===== src/rtl/rlsc_pkg.sv =====
package rlsc_pkg;

	localparam int SLOTS_DEFAULT = 16;
	localparam int KEY_W = 64;
	localparam int COUNT_W = 16;
	localparam int SLOT_W = 4;
	localparam int STATUS_W = 2;

	localparam logic KIND_ACQUIRE = 1'b0;
	localparam logic KIND_RELEASE = 1'b1;

	localparam logic [STATUS_W-1:0] ST_OK = 2'd0;
	localparam logic [STATUS_W-1:0] ST_FULL = 2'd1;
	localparam logic [STATUS_W-1:0] ST_BAD_RELEASE = 2'd2;

	localparam logic [1:0] RD_NONE = 2'd0;
	localparam logic [1:0] RD_HEAD = 2'd1;
	localparam logic [1:0] RD_LINK = 2'd2;
	localparam logic [1:0] RD_SLOT = 2'd3;

	localparam logic [1:0] RES_FILL = 2'd0;
	localparam logic [1:0] RES_MOVED = 2'd1;
	localparam logic [1:0] RES_FULL = 2'd2;
	localparam logic [1:0] RES_REL = 2'd3;

	typedef struct packed {
		logic kind;
		logic [KEY_W-1:0] key;
		logic [SLOT_W-1:0] slot_in;
	} req_t;

	typedef struct packed {
		logic [SLOT_W-1:0] slot_out;
		logic hit;
		logic evicted;
		logic [STATUS_W-1:0] status;
	} rsp_t;

	typedef struct packed {
		logic load;
		logic [1:0] rd_src;
		logic walk_init;
		logic walk_step;
		logic fill;
		logic claim;
		logic unlink;
		logic relink;
		logic rel_dec;
		logic emit;
		logic [1:0] res;
	} dp_cmd_t;

	typedef struct packed {
		logic kind_rel;
		logic head_none;
		logic key_match;
		logic link_none;
		logic free_avail;
		logic tgt_valid;
		logic tprev_none;
		logic rel_ok;
	} dp_stat_t;

endpackage


===== src/rtl/rlsc_ctrl.sv =====
module rlsc_ctrl (
	input logic clk,
	input logic arst_n,
	input logic start,
	output logic busy,
	output logic done,
	input rlsc_pkg::dp_stat_t stat,
	output rlsc_pkg::dp_cmd_t cmd
);

	localparam logic [2:0] S_IDLE = 3'd0;
	localparam logic [2:0] S_DISPATCH = 3'd1;
	localparam logic [2:0] S_WALK = 3'd2;
	localparam logic [2:0] S_DECIDE = 3'd3;
	localparam logic [2:0] S_MOVE = 3'd4;
	localparam logic [2:0] S_RELINK = 3'd5;
	localparam logic [2:0] S_RELEASE = 3'd6;

	logic [2:0] state_q;
	logic [2:0] state_nxt;
	logic done_q;

	always_comb begin
		cmd = '0;
		state_nxt = state_q;
		case (state_q)
			S_IDLE: begin
				if (start) begin
					cmd.load = 1'b1;
					state_nxt = S_DISPATCH;
				end
			end
			S_DISPATCH: begin
				if (stat.kind_rel) begin
					cmd.rd_src = rlsc_pkg::RD_SLOT;
					state_nxt = S_RELEASE;
				end else begin
					cmd.walk_init = 1'b1;
					if (stat.head_none) begin
						state_nxt = S_DECIDE;
					end else begin
						cmd.rd_src = rlsc_pkg::RD_HEAD;
						state_nxt = S_WALK;
					end
				end
			end
			S_WALK: begin
				cmd.walk_step = 1'b1;
				if (stat.key_match) begin
					state_nxt = S_MOVE;
				end else if (stat.link_none) begin
					state_nxt = S_DECIDE;
				end else begin
					cmd.rd_src = rlsc_pkg::RD_LINK;
				end
			end
			S_DECIDE: begin
				if (stat.free_avail) begin
					cmd.fill = 1'b1;
					cmd.emit = 1'b1;
					cmd.res = rlsc_pkg::RES_FILL;
					state_nxt = S_IDLE;
				end else if (stat.tgt_valid) begin
					cmd.claim = 1'b1;
					state_nxt = S_MOVE;
				end else begin
					cmd.emit = 1'b1;
					cmd.res = rlsc_pkg::RES_FULL;
					state_nxt = S_IDLE;
				end
			end
			S_MOVE: begin
				if (stat.tprev_none) begin
					cmd.emit = 1'b1;
					cmd.res = rlsc_pkg::RES_MOVED;
					state_nxt = S_IDLE;
				end else begin
					cmd.unlink = 1'b1;
					state_nxt = S_RELINK;
				end
			end
			S_RELINK: begin
				cmd.relink = 1'b1;
				cmd.emit = 1'b1;
				cmd.res = rlsc_pkg::RES_MOVED;
				state_nxt = S_IDLE;
			end
			S_RELEASE: begin
				cmd.rel_dec = stat.rel_ok;
				cmd.emit = 1'b1;
				cmd.res = rlsc_pkg::RES_REL;
				state_nxt = S_IDLE;
			end
			default: begin
				state_nxt = S_IDLE;
			end
		endcase
	end

	always_ff @(posedge clk or negedge arst_n) begin
		if (!arst_n) begin
			state_q <= S_IDLE;
			done_q <= 1'b0;
		end else begin
			state_q <= state_nxt;
			done_q <= cmd.emit;
		end
	end

	assign busy = (state_q != S_IDLE);
	assign done = done_q;

`ifndef NO_ASSERTIONS
	a_done_single: assert property (@(posedge clk) disable iff (!arst_n)
		done_q |=> !done_q)
		else $error("Result strobe lasted more than one cycle.");

	a_done_idle: assert property (@(posedge clk) disable iff (!arst_n)
		done_q |-> (state_q == S_IDLE))
		else $error("Result strobe while the controller is busy.");
`endif

endmodule


===== src/rtl/rlsc_datapath.sv =====
module rlsc_datapath #(
	parameter int SLOTS = rlsc_pkg::SLOTS_DEFAULT
) (
	input logic clk,
	input logic arst_n,
	input rlsc_pkg::req_t request,
	input rlsc_pkg::dp_cmd_t cmd,
	output rlsc_pkg::dp_stat_t stat,
	output rlsc_pkg::rsp_t result
);

	localparam int IW = $clog2(SLOTS);
	localparam int LW = $clog2(SLOTS + 1);
	localparam int SW = rlsc_pkg::SLOT_W;
	localparam int CW = rlsc_pkg::COUNT_W;
	localparam logic [LW-1:0] NONE = LW'(SLOTS);

	logic [rlsc_pkg::KEY_W-1:0] key_mem [SLOTS];
	logic [CW-1:0] cnt_mem [SLOTS];
	logic [LW-1:0] link_mem [SLOTS];

	rlsc_pkg::req_t req_q;
	rlsc_pkg::rsp_t rsp_q;
	logic [LW-1:0] free_head_q;
	logic [LW-1:0] recent_head_q;
	logic [LW-1:0] cur_q;
	logic [LW-1:0] prev_q;
	logic [LW-1:0] tgt_q;
	logic [LW-1:0] tprev_q;
	logic [LW-1:0] tnext_q;
	logic hit_q;
	logic [rlsc_pkg::KEY_W-1:0] key_rd_q;
	logic [CW-1:0] cnt_rd_q;
	logic [LW-1:0] link_rd_q;

	logic rd_en;
	logic [IW-1:0] rd_addr;
	logic [IW+SW-1:0] sin_ext;
	logic [IW-1:0] sin_idx;
	logic [IW-1:0] free_idx;
	logic [IW-1:0] tgt_idx;
	logic [IW+SW-1:0] free_out_ext;
	logic [IW+SW-1:0] tgt_out_ext;
	logic [LW+SW-1:0] sin_cmp;
	logic [LW+SW-1:0] free_cmp;
	logic key_match;
	logic rel_ok;
	logic [CW-1:0] cnt_inc;

	logic key_we;
	logic [IW-1:0] key_wa;
	logic cnt_we;
	logic [IW-1:0] cnt_wa;
	logic [CW-1:0] cnt_wd;
	logic link_we;
	logic [IW-1:0] link_wa;
	logic [LW-1:0] link_wd;

	assign sin_ext = {{IW{1'b0}}, req_q.slot_in};
	assign sin_idx = sin_ext[IW-1:0];
	assign free_idx = free_head_q[IW-1:0];
	assign tgt_idx = tgt_q[IW-1:0];
	assign free_out_ext = {{SW{1'b0}}, free_idx};
	assign tgt_out_ext = {{SW{1'b0}}, tgt_idx};
	assign sin_cmp = {{LW{1'b0}}, req_q.slot_in};
	assign free_cmp = {{SW{1'b0}}, free_head_q};

	assign key_match = (key_rd_q == req_q.key);
	assign rel_ok = (sin_cmp < free_cmp) && (cnt_rd_q != '0);
	assign cnt_inc = (cnt_rd_q == {CW{1'b1}}) ? cnt_rd_q : cnt_rd_q + 1'b1;

	assign rd_en = (cmd.rd_src != rlsc_pkg::RD_NONE);

	always_comb begin
		case (cmd.rd_src)
			rlsc_pkg::RD_HEAD: rd_addr = recent_head_q[IW-1:0];
			rlsc_pkg::RD_LINK: rd_addr = link_rd_q[IW-1:0];
			rlsc_pkg::RD_SLOT: rd_addr = sin_idx;
			default: rd_addr = '0;
		endcase
	end

	always_comb begin
		key_we = cmd.fill || cmd.claim;
		key_wa = cmd.fill ? free_idx : tgt_idx;

		cnt_we = 1'b0;
		cnt_wa = tgt_idx;
		cnt_wd = CW'(1);
		if (cmd.fill) begin
			cnt_we = 1'b1;
			cnt_wa = free_idx;
		end else if (cmd.claim) begin
			cnt_we = 1'b1;
		end else if (cmd.walk_step && key_match) begin
			cnt_we = 1'b1;
			cnt_wa = cur_q[IW-1:0];
			cnt_wd = cnt_inc;
		end else if (cmd.rel_dec) begin
			cnt_we = 1'b1;
			cnt_wa = sin_idx;
			cnt_wd = cnt_rd_q - 1'b1;
		end

		link_we = cmd.fill || cmd.unlink || cmd.relink;
		link_wa = tgt_idx;
		link_wd = recent_head_q;
		if (cmd.fill) begin
			link_wa = free_idx;
		end else if (cmd.unlink) begin
			link_wa = tprev_q[IW-1:0];
			link_wd = tnext_q;
		end
	end

	always_ff @(posedge clk) begin
		if (key_we) begin
			key_mem[key_wa] <= req_q.key;
		end
		if (cnt_we) begin
			cnt_mem[cnt_wa] <= cnt_wd;
		end
		if (link_we) begin
			link_mem[link_wa] <= link_wd;
		end
		if (rd_en) begin
			key_rd_q <= key_mem[rd_addr];
			cnt_rd_q <= cnt_mem[rd_addr];
			link_rd_q <= link_mem[rd_addr];
		end
	end

	always_ff @(posedge clk) begin
		if (cmd.load) begin
			req_q <= request;
		end
		if (cmd.walk_init) begin
			cur_q <= recent_head_q;
			prev_q <= NONE;
			tgt_q <= NONE;
			tprev_q <= NONE;
			hit_q <= 1'b0;
		end else if (cmd.walk_step) begin
			cur_q <= link_rd_q;
			prev_q <= cur_q;
			if (key_match || (cnt_rd_q == '0)) begin
				tgt_q <= cur_q;
				tprev_q <= prev_q;
				tnext_q <= link_rd_q;
			end
			if (key_match) begin
				hit_q <= 1'b1;
			end
		end
		if (cmd.emit) begin
			case (cmd.res)
				rlsc_pkg::RES_FILL: begin
					rsp_q.slot_out <= free_out_ext[SW-1:0];
					rsp_q.hit <= 1'b0;
					rsp_q.evicted <= 1'b0;
					rsp_q.status <= rlsc_pkg::ST_OK;
				end
				rlsc_pkg::RES_MOVED: begin
					rsp_q.slot_out <= tgt_out_ext[SW-1:0];
					rsp_q.hit <= hit_q;
					rsp_q.evicted <= !hit_q;
					rsp_q.status <= rlsc_pkg::ST_OK;
				end
				rlsc_pkg::RES_FULL: begin
					rsp_q.slot_out <= '0;
					rsp_q.hit <= 1'b0;
					rsp_q.evicted <= 1'b0;
					rsp_q.status <= rlsc_pkg::ST_FULL;
				end
				default: begin
					rsp_q.slot_out <= req_q.slot_in;
					rsp_q.hit <= 1'b0;
					rsp_q.evicted <= 1'b0;
					rsp_q.status <= rel_ok ? rlsc_pkg::ST_OK : rlsc_pkg::ST_BAD_RELEASE;
				end
			endcase
		end
	end

	always_ff @(posedge clk or negedge arst_n) begin
		if (!arst_n) begin
			free_head_q <= '0;
			recent_head_q <= NONE;
		end else begin
			if (cmd.fill) begin
				free_head_q <= free_head_q + 1'b1;
				recent_head_q <= free_head_q;
			end else if (cmd.relink) begin
				recent_head_q <= tgt_q;
			end
		end
	end

	always_comb begin
		stat.kind_rel = (req_q.kind == rlsc_pkg::KIND_RELEASE);
		stat.head_none = (recent_head_q == NONE);
		stat.key_match = key_match;
		stat.link_none = (link_rd_q == NONE);
		stat.free_avail = (free_head_q != NONE);
		stat.tgt_valid = (tgt_q != NONE);
		stat.tprev_none = (tprev_q == NONE);
		stat.rel_ok = rel_ok;
	end

	assign result = rsp_q;

`ifndef NO_ASSERTIONS
	a_free_bound: assert property (@(posedge clk) disable iff (!arst_n)
		free_head_q <= NONE)
		else $error("Free slot counter ran past the pool size.");

	a_head_empty: assert property (@(posedge clk) disable iff (!arst_n)
		(free_head_q == '0) == (recent_head_q == NONE))
		else $error("Recency chain head disagrees with the number of used slots.");

	a_walk_in_range: assert property (@(posedge clk) disable iff (!arst_n)
		cmd.walk_step |-> (cur_q < NONE))
		else $error("Chain walk visited a slot outside the pool.");
`endif

endmodule


===== src/rtl/refcounted_lru_slot_cache_core.sv =====
// Reference-counted LRU slot cache.
// An item is accepted on a rising edge where start is high and busy is low.
// An acquire item looks up its key along the recency chain; a hit bumps the
// count and moves the slot to the front, a miss takes the next never-used
// slot or reclaims the least recently used slot whose count is zero.
// A release item drops one reference from a used slot_in with a nonzero count.
// Each item yields one result, shown on result for exactly one cycle with
// done high; the receiver cannot stall, so the result must be taken then.
// For an acquire, the chain walk sets how long the item takes: it reads one
// chain entry per cycle from the key, count and link memories.
// Busy stays high until the result is registered, so items are handled one
// at a time; a new item may be accepted in the cycle that done is high.
// After reset all slots are unused, the chain is empty and busy is low; the
// memories need no clearing pass, so an item can be accepted at once.
module refcounted_lru_slot_cache_core #(
	parameter int SLOTS = rlsc_pkg::SLOTS_DEFAULT
) (
	input logic clk,
	input logic arst_n,
	input logic start,
	output logic busy,
	input rlsc_pkg::req_t request,
	output logic done,
	output rlsc_pkg::rsp_t result
);

	rlsc_pkg::dp_cmd_t cmd;
	rlsc_pkg::dp_stat_t stat;

	rlsc_ctrl u_ctrl (
		.clk(clk),
		.arst_n(arst_n),
		.start(start),
		.busy(busy),
		.done(done),
		.stat(stat),
		.cmd(cmd)
	);

	rlsc_datapath #(
		.SLOTS(SLOTS)
	) u_datapath (
		.clk(clk),
		.arst_n(arst_n),
		.request(request),
		.cmd(cmd),
		.stat(stat),
		.result(result)
	);

endmodule


===== config.mk =====
export PLATFORM = sky130hd
export DESIGN_NAME = refcounted_lru_slot_cache_core
export DESIGN_NICKNAME = d
export VERILOG_FILES = /design/src/rtl/rlsc_pkg.sv /design/src/rtl/rlsc_ctrl.sv /design/src/rtl/rlsc_datapath.sv /design/src/rtl/refcounted_lru_slot_cache_core.sv
export SDC_FILE = /design/constraint.sdc
export NUM_CORES = 2
export LEC_CHECK = 0
export BUFFER_PORTS_ARGS = -buffer_cell sky130_fd_sc_hd__buf_2
export CELL_PAD_IN_SITES_DETAIL_PLACEMENT = 0
export CELL_PAD_IN_SITES_GLOBAL_PLACEMENT = 2
export CORE_ASPECT_RATIO = 0.5
export CORE_MARGIN = 1.5
export CORE_UTILIZATION = 46
export DETAILED_ROUTE_END_ITERATION = 10
export PLACE_DENSITY = 0.75
export SLEW_MARGIN = 20
export SYNTH_ARGS = -nofsm -noshare
export SYNTH_HDL_FRONTEND = slang
export SYNTH_SLANG_ARGS = --single-unit
export TNS_END_PERCENT = 20

===== constraint.sdc =====
create_clock -name clk -period 7.3 [get_ports clk]
set_input_delay 1.46 -clock clk [delete_from_list [all_inputs] [get_ports clk]]
set_output_delay 1.46 -clock clk [all_outputs]
set_load 0.1 [all_outputs]

After elaboration in Yosys (flattened, before gate mapping)
Memory sizes are Yosys's and may differ from the RTL's. A register that Yosys moved wholly into a read port is not among the register bits.
Index checks and enable logic that the tools add are counted.
- register bits: 117
- RAM bits: 1360
- input bits: 72
- output and inout port bits: 10
- word-level logic and storage cells: 126
- memories: 3
- add/subtract/negate cells: 3
- $lt $le $gt $ge: 1
- equal/unequal tests: 20
- mux-type cells: 62
- bitwise logic cells: 1
- reduce and logical (&&, ||, !) cells: 19
- memory list (name ; words ; bits a word ; rd ports ; clocked after memory_dff ; write ports ; RTL line ; text):
    u_datapath.key_mem ; 16 ; 64 ; 1 ; 1 ; 1 ; rlsc_datapath.sv:18 ; logic [rlsc_pkg::KEY_W-1:0] key_mem [SLOTS];
    u_datapath.cnt_mem ; 16 ; 16 ; 1 ; 1 ; 1 ; rlsc_datapath.sv:19 ; logic [CW-1:0] cnt_mem [SLOTS];
    u_datapath.link_mem ; 16 ; 5 ; 1 ; 1 ; 1 ; rlsc_datapath.sv:20 ; logic [LW-1:0] link_mem [SLOTS];
- operator list (cell ; number):
    16-bit two-way mux ; 5
    64-bit == test ; 1
    3-bit two-way mux ; 10
    5-bit two-way mux ; 6
    4-bit two-way mux ; 7
    1-bit two-way mux ; 24
    8-bit case mux with 3 select lines ; 1
    16-bit by 1-bit adder with 16-bit output, second input constant ; 1
    16-bit == test, second input constant ; 1
    16-bit zero test ; 1
    16-bit nonzero test ; 1
    16-bit by 1-bit subtractor with 16-bit output, second input constant ; 1
    5-bit == test, second input constant ; 3
    3-bit case mux with 5 select lines ; 1
    3-bit case mux with 4 select lines ; 1
    4-bit case mux with 3 select lines ; 1
    2-bit two-way mux ; 5
    5-bit != test, second input constant ; 2
    3-bit == test, second input constant ; 3
    2-bit == test, second input constant ; 3
    3-bit by 2-bit == test with 1-bit output, second input constant ; 2
    2-bit AND reduction ; 3
    2-bit nonzero test ; 3
    5-bit by 1-bit adder with 5-bit output, second input constant ; 1
    14 further kinds ; 19

Longest topological paths before layout
- depth after elaboration: 9
- gate-level depth with buffers: 12
- depth with buffers taken out: 10

By module
A second synthesis with hierarchy kept.
- cells, all modules: 4703
- area total of the unflattened synthesis: 62621.3 µm²
- modules (own cells, without submodules) (module ; instances ; cells each ; area an instance (µm²) ; seq. area each (µm²)):
    rlsc_datapath ; 1 ; 4653 ; 62242.2 ; 46575.9
    rlsc_ctrl ; 1 ; 50 ; 379.1 ; 100.1

Worst setup path before layout
No wires, ideal clock.
- path kind: register to register
- start point: reg u_ctrl.state_q[0]
- end point: reg u_datapath.cnt_rd_q[0], read port of u_datapath.cnt_mem (enable)
- setup time: 0.558 ns
- arrival time: 5.202 ns
- data required time: 6.742 ns
- path slack: 1.539 ns
- stages on the path, launching flop included: 5
- buffers on the path: 1
- clock period less this slack: 5.761 ns
- cell sequence: dfrtp_1 clkbuf_1 nor2b_1 nand2_1 o22ai_1
- elaborated cells on any way between the ends: 8
- classes of those cells: eq/ne: 5; mux: 2; reduce/logical: 1
- RTL lines (element ; RTL line ; text):
    start, declared ; rlsc_ctrl.sv:19 ; logic [2:0] state_q;
    start signal, assigned ; rlsc_ctrl.sv:105 ; state_q <= state_nxt;
    3-bit by 2-bit == test with 1-bit output or 3-bit by 1-bit == test with 1-bit output (tied branches) ; rlsc_ctrl.sv:26 ; case (state_q)
    2-bit case mux with 2 select lines * ; rlsc_ctrl.sv:26 ;
    2-bit nonzero test * ; rlsc_datapath.sv:72 ; assign rd_en = (cmd.rd_src != rlsc_pkg::RD_NONE);
    via u_datapath.rd_en ; rlsc_datapath.sv:36 ; logic rd_en;
    end, declared ; rlsc_datapath.sv:33 ; logic [CW-1:0] cnt_rd_q;
Mark *: on every way through the listed nets, which the timed path passes. The rest lies on a longest branch.
A chain may end at the register's enable or synchronous reset.

Final worst setup path
- start point: reg u_datapath.req_q[31] (netlist bit)
- end point: reg u_datapath.key_rd_q[31] (netlist bit), read port of u_datapath.key_mem, data pin
- longest elaborated chain between the ends: 5
- elaborated cells on any way between the ends: 8
- classes of those cells: eq/ne: 4; mux: 3; reduce/logical: 1
- RTL lines (element ; RTL line ; text):
    start, declared ; rlsc_datapath.sv:22 ; rlsc_pkg::req_t req_q;
    start signal, assigned ; rlsc_datapath.sv:135 ; req_q <= request;
    64-bit == test * ; rlsc_datapath.sv:68 ; assign key_match = (key_rd_q == req_q.key);
    2-bit two-way mux * ; rlsc_ctrl.sv:49 ; if (stat.key_match) begin
    2-bit case mux with 2 select lines * ; rlsc_ctrl.sv:26 ;
    2-bit == test or 2-bit by 1-bit == test with 1-bit output (tied branches) ; rlsc_datapath.sv:75 ; case (cmd.rd_src)
    4-bit case mux with 3 select lines ; rlsc_datapath.sv:75 ;
    end, declared ; rlsc_datapath.sv:32 ; logic [rlsc_pkg::KEY_W-1:0] key_rd_q;
Mark *: on every way between the ends. The rest lies on a longest branch, timed or not.

==> impl_metrics.yaml <==
outcome:
  status: "finished, final reports clean"
clock_network:
  cts_setup_buffers: 0
  clockBufferDepth: 3
  clk_latency_ns: 0.77
  cts.sinks: 1562
  h-tree-depth: 4
  cts_buffers: 139
  cts_root_buf: "clkbuf_16"
  cts_tree: "yes"
  cts.repair.resized: 0
  hold_buffers: 0
  cts.clk_slew.worst_paths_ns: 0.06
power_and_ir_drop:
  power-per-cell-area_nw_per_um2: 419.5
  p_leak_nw: 22.24
  pwr-share-clk_pct: 25.3
  power.switching_mw: 10.53
  ir_worst_vdd_mv: 0.6538
  power_frac_seq_pct: 41.8
  internal_power_mw: 18.10
  p_comb_share_pct: 32.9
  power_mw: 28.63
  switching_share_pct: 36.79
grt:
  antenna_found_initial: 4
  grt_max_degree: 145
  grt_pass1_wl_microns: 234800
  grt_overflow: 0
  track_usage_pct: 23.59
  first_global_vias: 34738
synth:
  syn_nets: 4296
  yosys_warnings: 0
  syn-instance-count: 4217
  synth_area_sq_um: 60960
  synth.most_common_cell: "edfxtp_1"
  synth_ff_type: "edfxtp_1"
  ys_ff_latch: 1562
  yosysTopAreaCell: "edfxtp_1"
  async_flop_share_pct: 0.8963
  yosys-top-cells-count: "1,532 x edfxtp_1, 1,012 x nand2_1, 466 x a21oi_1"
  synth_edf_count: 1532
  syn_avg_cell_area_sq_um: 14.46
  ys_top_cells_by_area: "edfxtp_1 75%, nand2_1 6.2%, a21oi_1 3.8%"
  netlist-cell-type-count: 65
  netlist.area_leader.share_pct: 75.47
  ys_seq_area_share_pct: 76.57
route:
  vias_per_cell: 5.938
  vias: 36430
  totalWireLength_microns: 160200
  drc_errors: 0
  drt_pass1_iterations: 5
  drt-initial-drc-count: 3703
  routedWlPerCell_microns: 26.12
  antenna_left: 0
placed_design:
  port_buffers: 81
  dp_hpwl_microns: 82950
  gp_congestion: 0.8090
timing:
  period_share_pct: 78.13
  hold_viol_final: 0
  finalClockSkew_ns: 0.03111
  maxSlewViolCount: 0
  finalSetupTns_ns: 0
  fin_crit_ns: 5.703
  worst_slew_margin_rel_pct: 23.70
  max_freq_mhz: 175.3
  finalSetupViolations: 0
  worst_pin_slew_ns: 1.134
  rsz0062_at_grt: "false"
floorplanning:
  ios: 82
  num_rows: 94
  dieArea_sq_um: 134800
  die_w_microns: 517.8
  start_util_pct: 46.36
  die_h_microns: 260.4
  core-area_sq_um: 131500
worst_setup_path:
  end_kind: "register"
  reg2reg_slack_ns: 1.60
  rr_worst_depth: 11
  crit_path_cell_trace: "xnor2_1, nand4_1, nor4_1, nand4_1, a21oi_4, buf_12, buf_12, mux2i_1, a221oi_1, a21oi_1, nand2_1"
  crit_arrival_ns: 6.21
  required_ns: 7.81
  crit_fanout: 48
  critical_path_class: "reg -> reg"
  start_kind: "register"
  reg2reg_to: "u_datapath.key_rd_q[31]$_DFFE_PP_"
  slowest_delay_ns: 1.02
  timing.rr.start: "u_datapath.req_q[31]$_DFFE_PP_"
  crit_slowest_cell: "a21oi_4"
layout:
  nets: 4331
  layout-drive-gt1-share_pct: 10.26
  syn_to_final_growth_pct: 11.95
hold_path:
  hold_path_depth: 2
  holdPathEnd: "u_datapath.prev_q[0]$_SDFFE_PP0P_"
  min_path_type: "reg -> reg"
  hp-start: "u_datapath.prev_q[0]$_SDFFE_PP0P_"
flow_run:
  drv_cap: 0
==> worst max path at each step <==
stage	from	endpoint	slack (ns)	depth (start not counted)
final	u_datapath.req_q[31]$_DFFE_PP_	u_datapath.key_rd_q[31]$_DFFE_PP_	1.60	11
after global routing	u_datapath.req_q[31]$_DFFE_PP_	u_datapath.key_rd_q[31]$_DFFE_PP_	1.52	11
after CTS	u_datapath.req_q[31]$_DFFE_PP_	u_datapath.cnt_mem[12][12]$_DFFE_PP_	1.77	8
after detailed placement	u_datapath.req_q[31]$_DFFE_PP_	u_datapath.cnt_mem[12][7]$_DFFE_PP_	1.79	8
after global placement	u_datapath.req_q[31]$_DFFE_PP_	u_datapath.cnt_mem[12][6]$_DFFE_PP_	1.78	8
after floorplan	u_ctrl.state_q[0]$_DFFE_PN0P_	u_datapath.cnt_rd_q[0]$_DFFE_PP_	1.54	4
==> worst max-delay path, delay by kind of cell, from the launching register on <==
kind / cells / cell delay, ns
AOI/OAI and AO/OA: 3 / 1.32
xor gates and xnor gates: 1 / 0.42
buffers and inverters: 2 / 0.57
DFF: 1 / 0.63
muxes: 1 / 0.25
and+or+nand+nor: 4 / 2.16
==> layer usage <==
metal,wire (microns),track usage (%)
met5,21,0
met4,2841,5.671
met3,10200,3.530
met2,73780,36.86
met1,73400,34.93
==> cell type report <==
cell class | count | area [sq um]
fill | 10911 | 63250
sequential | 1562 | 46680
multi-input combinational | 2368 | 13430
clock buffer | 164 | 3636
tap | 1776 | 2222
timing repair buffer | 168 | 1471
clock inverter | 83 | 755.7
inverter | 13 | 48.80
antenna | 1 | 2.502
==> state kept, by name (all words and copies together) (netlist names) <==
signal / cells
u_datapath.key_mem: 1024
u_datapath.cnt_mem: 256
u_datapath.link_mem: 80
u_datapath.key_rd_q: 64
u_datapath.req_q: 64
u_datapath.cnt_rd_q: 16
u_datapath.result: 8
u_datapath.cur_q: 5
u_datapath.free_head_q: 5
u_datapath.link_rd_q: 5
u_datapath.prev_q: 5
u_datapath.recent_head_q: 5
u_datapath.tgt_q: 5
u_datapath.tnext_q: 5
u_datapath.tprev_q: 5
u_datapath.sin_idx: 4
u_ctrl.state_q: 3
u_ctrl.done: 1
u_datapath.hit_q: 1
u_datapath.stat: 1
==> layout by cell type, fill, tap and decap left out, drive strengths merged, types with 5 or more instances in the layout <==
master,netlist,layout
nand2b,8,8
o22ai,6,6
edfxtp,1532,1532
dfrtp,13,13
ha,7,7
nand4,21,21
a211oi,7,7
mux2,5,5
nand2,1015,1015
o21ai,15,15
mux2i,108,108
and2,5,5
inv,13,22
bufinv,0,10
or2,5,5
clkinv,0,60
a21oi,466,466
nor2,110,110
a21o,5,5
a221oi,88,88
nand3,16,16
buf,59,168
clkbuf,214,164
nor4,9,9
dfxtp,16,16
nor3,12,12
xnor2,68,68
a32oi,255,255
and3,7,7
a22oi,86,86
==> power groups by stage <==
stage	logic, mW	clock network [mW]	registers, mW
after global routing	10.3	7.72	12.1
after CTS	9.42	7.40	12.0
final	9.41	7.26	12.0
after floorplan	6.10	0	12.1
after global placement	9.27	0	12.1
after detailed placement	9.39	0	12.1
==> through the flow <==
stage / area, sq um / std cells / util [%] / hold WS (ns) / worst slack, ns
2_1_floorplan: 60960 / 4217 / - / 0.4360 / 1.539
3_3_place_gp: 63830 / 5887 / 48.54 / 0.4460 / 1.783
3_5_place_dp: 63840 / 5887 / 48.55 / 0.4533 / 1.794
4_1_cts: 68230 / 6134 / 51.89 / 0.4631 / 1.770
5_1_grt: 68240 / 6134 / 51.90 / 0.4930 / 1.524
6_report: 68240 / 6135 / 51.90 / 0.4588 / 1.597
==> logic make-up (layout without fill, tap and decap cells) <==
family / after synthesis / count (layout) / synth area share, %
DFF: 1562 / 1562 / 76.57
and+or+nand+nor: 1226 / 1226 / 8.001
AOI/OAI and AO/OA: 950 / 950 / 10.47
buffers and inverters: 287 / 428 / 1.913
muxes: 113 / 113 / 1.866
xor gates and xnor gates: 72 / 72 / 1.034
adders and majority gates: 7 / 7 / 0.1437
other: 0 / 1 / 0
(Power assumes the default switching activity.)
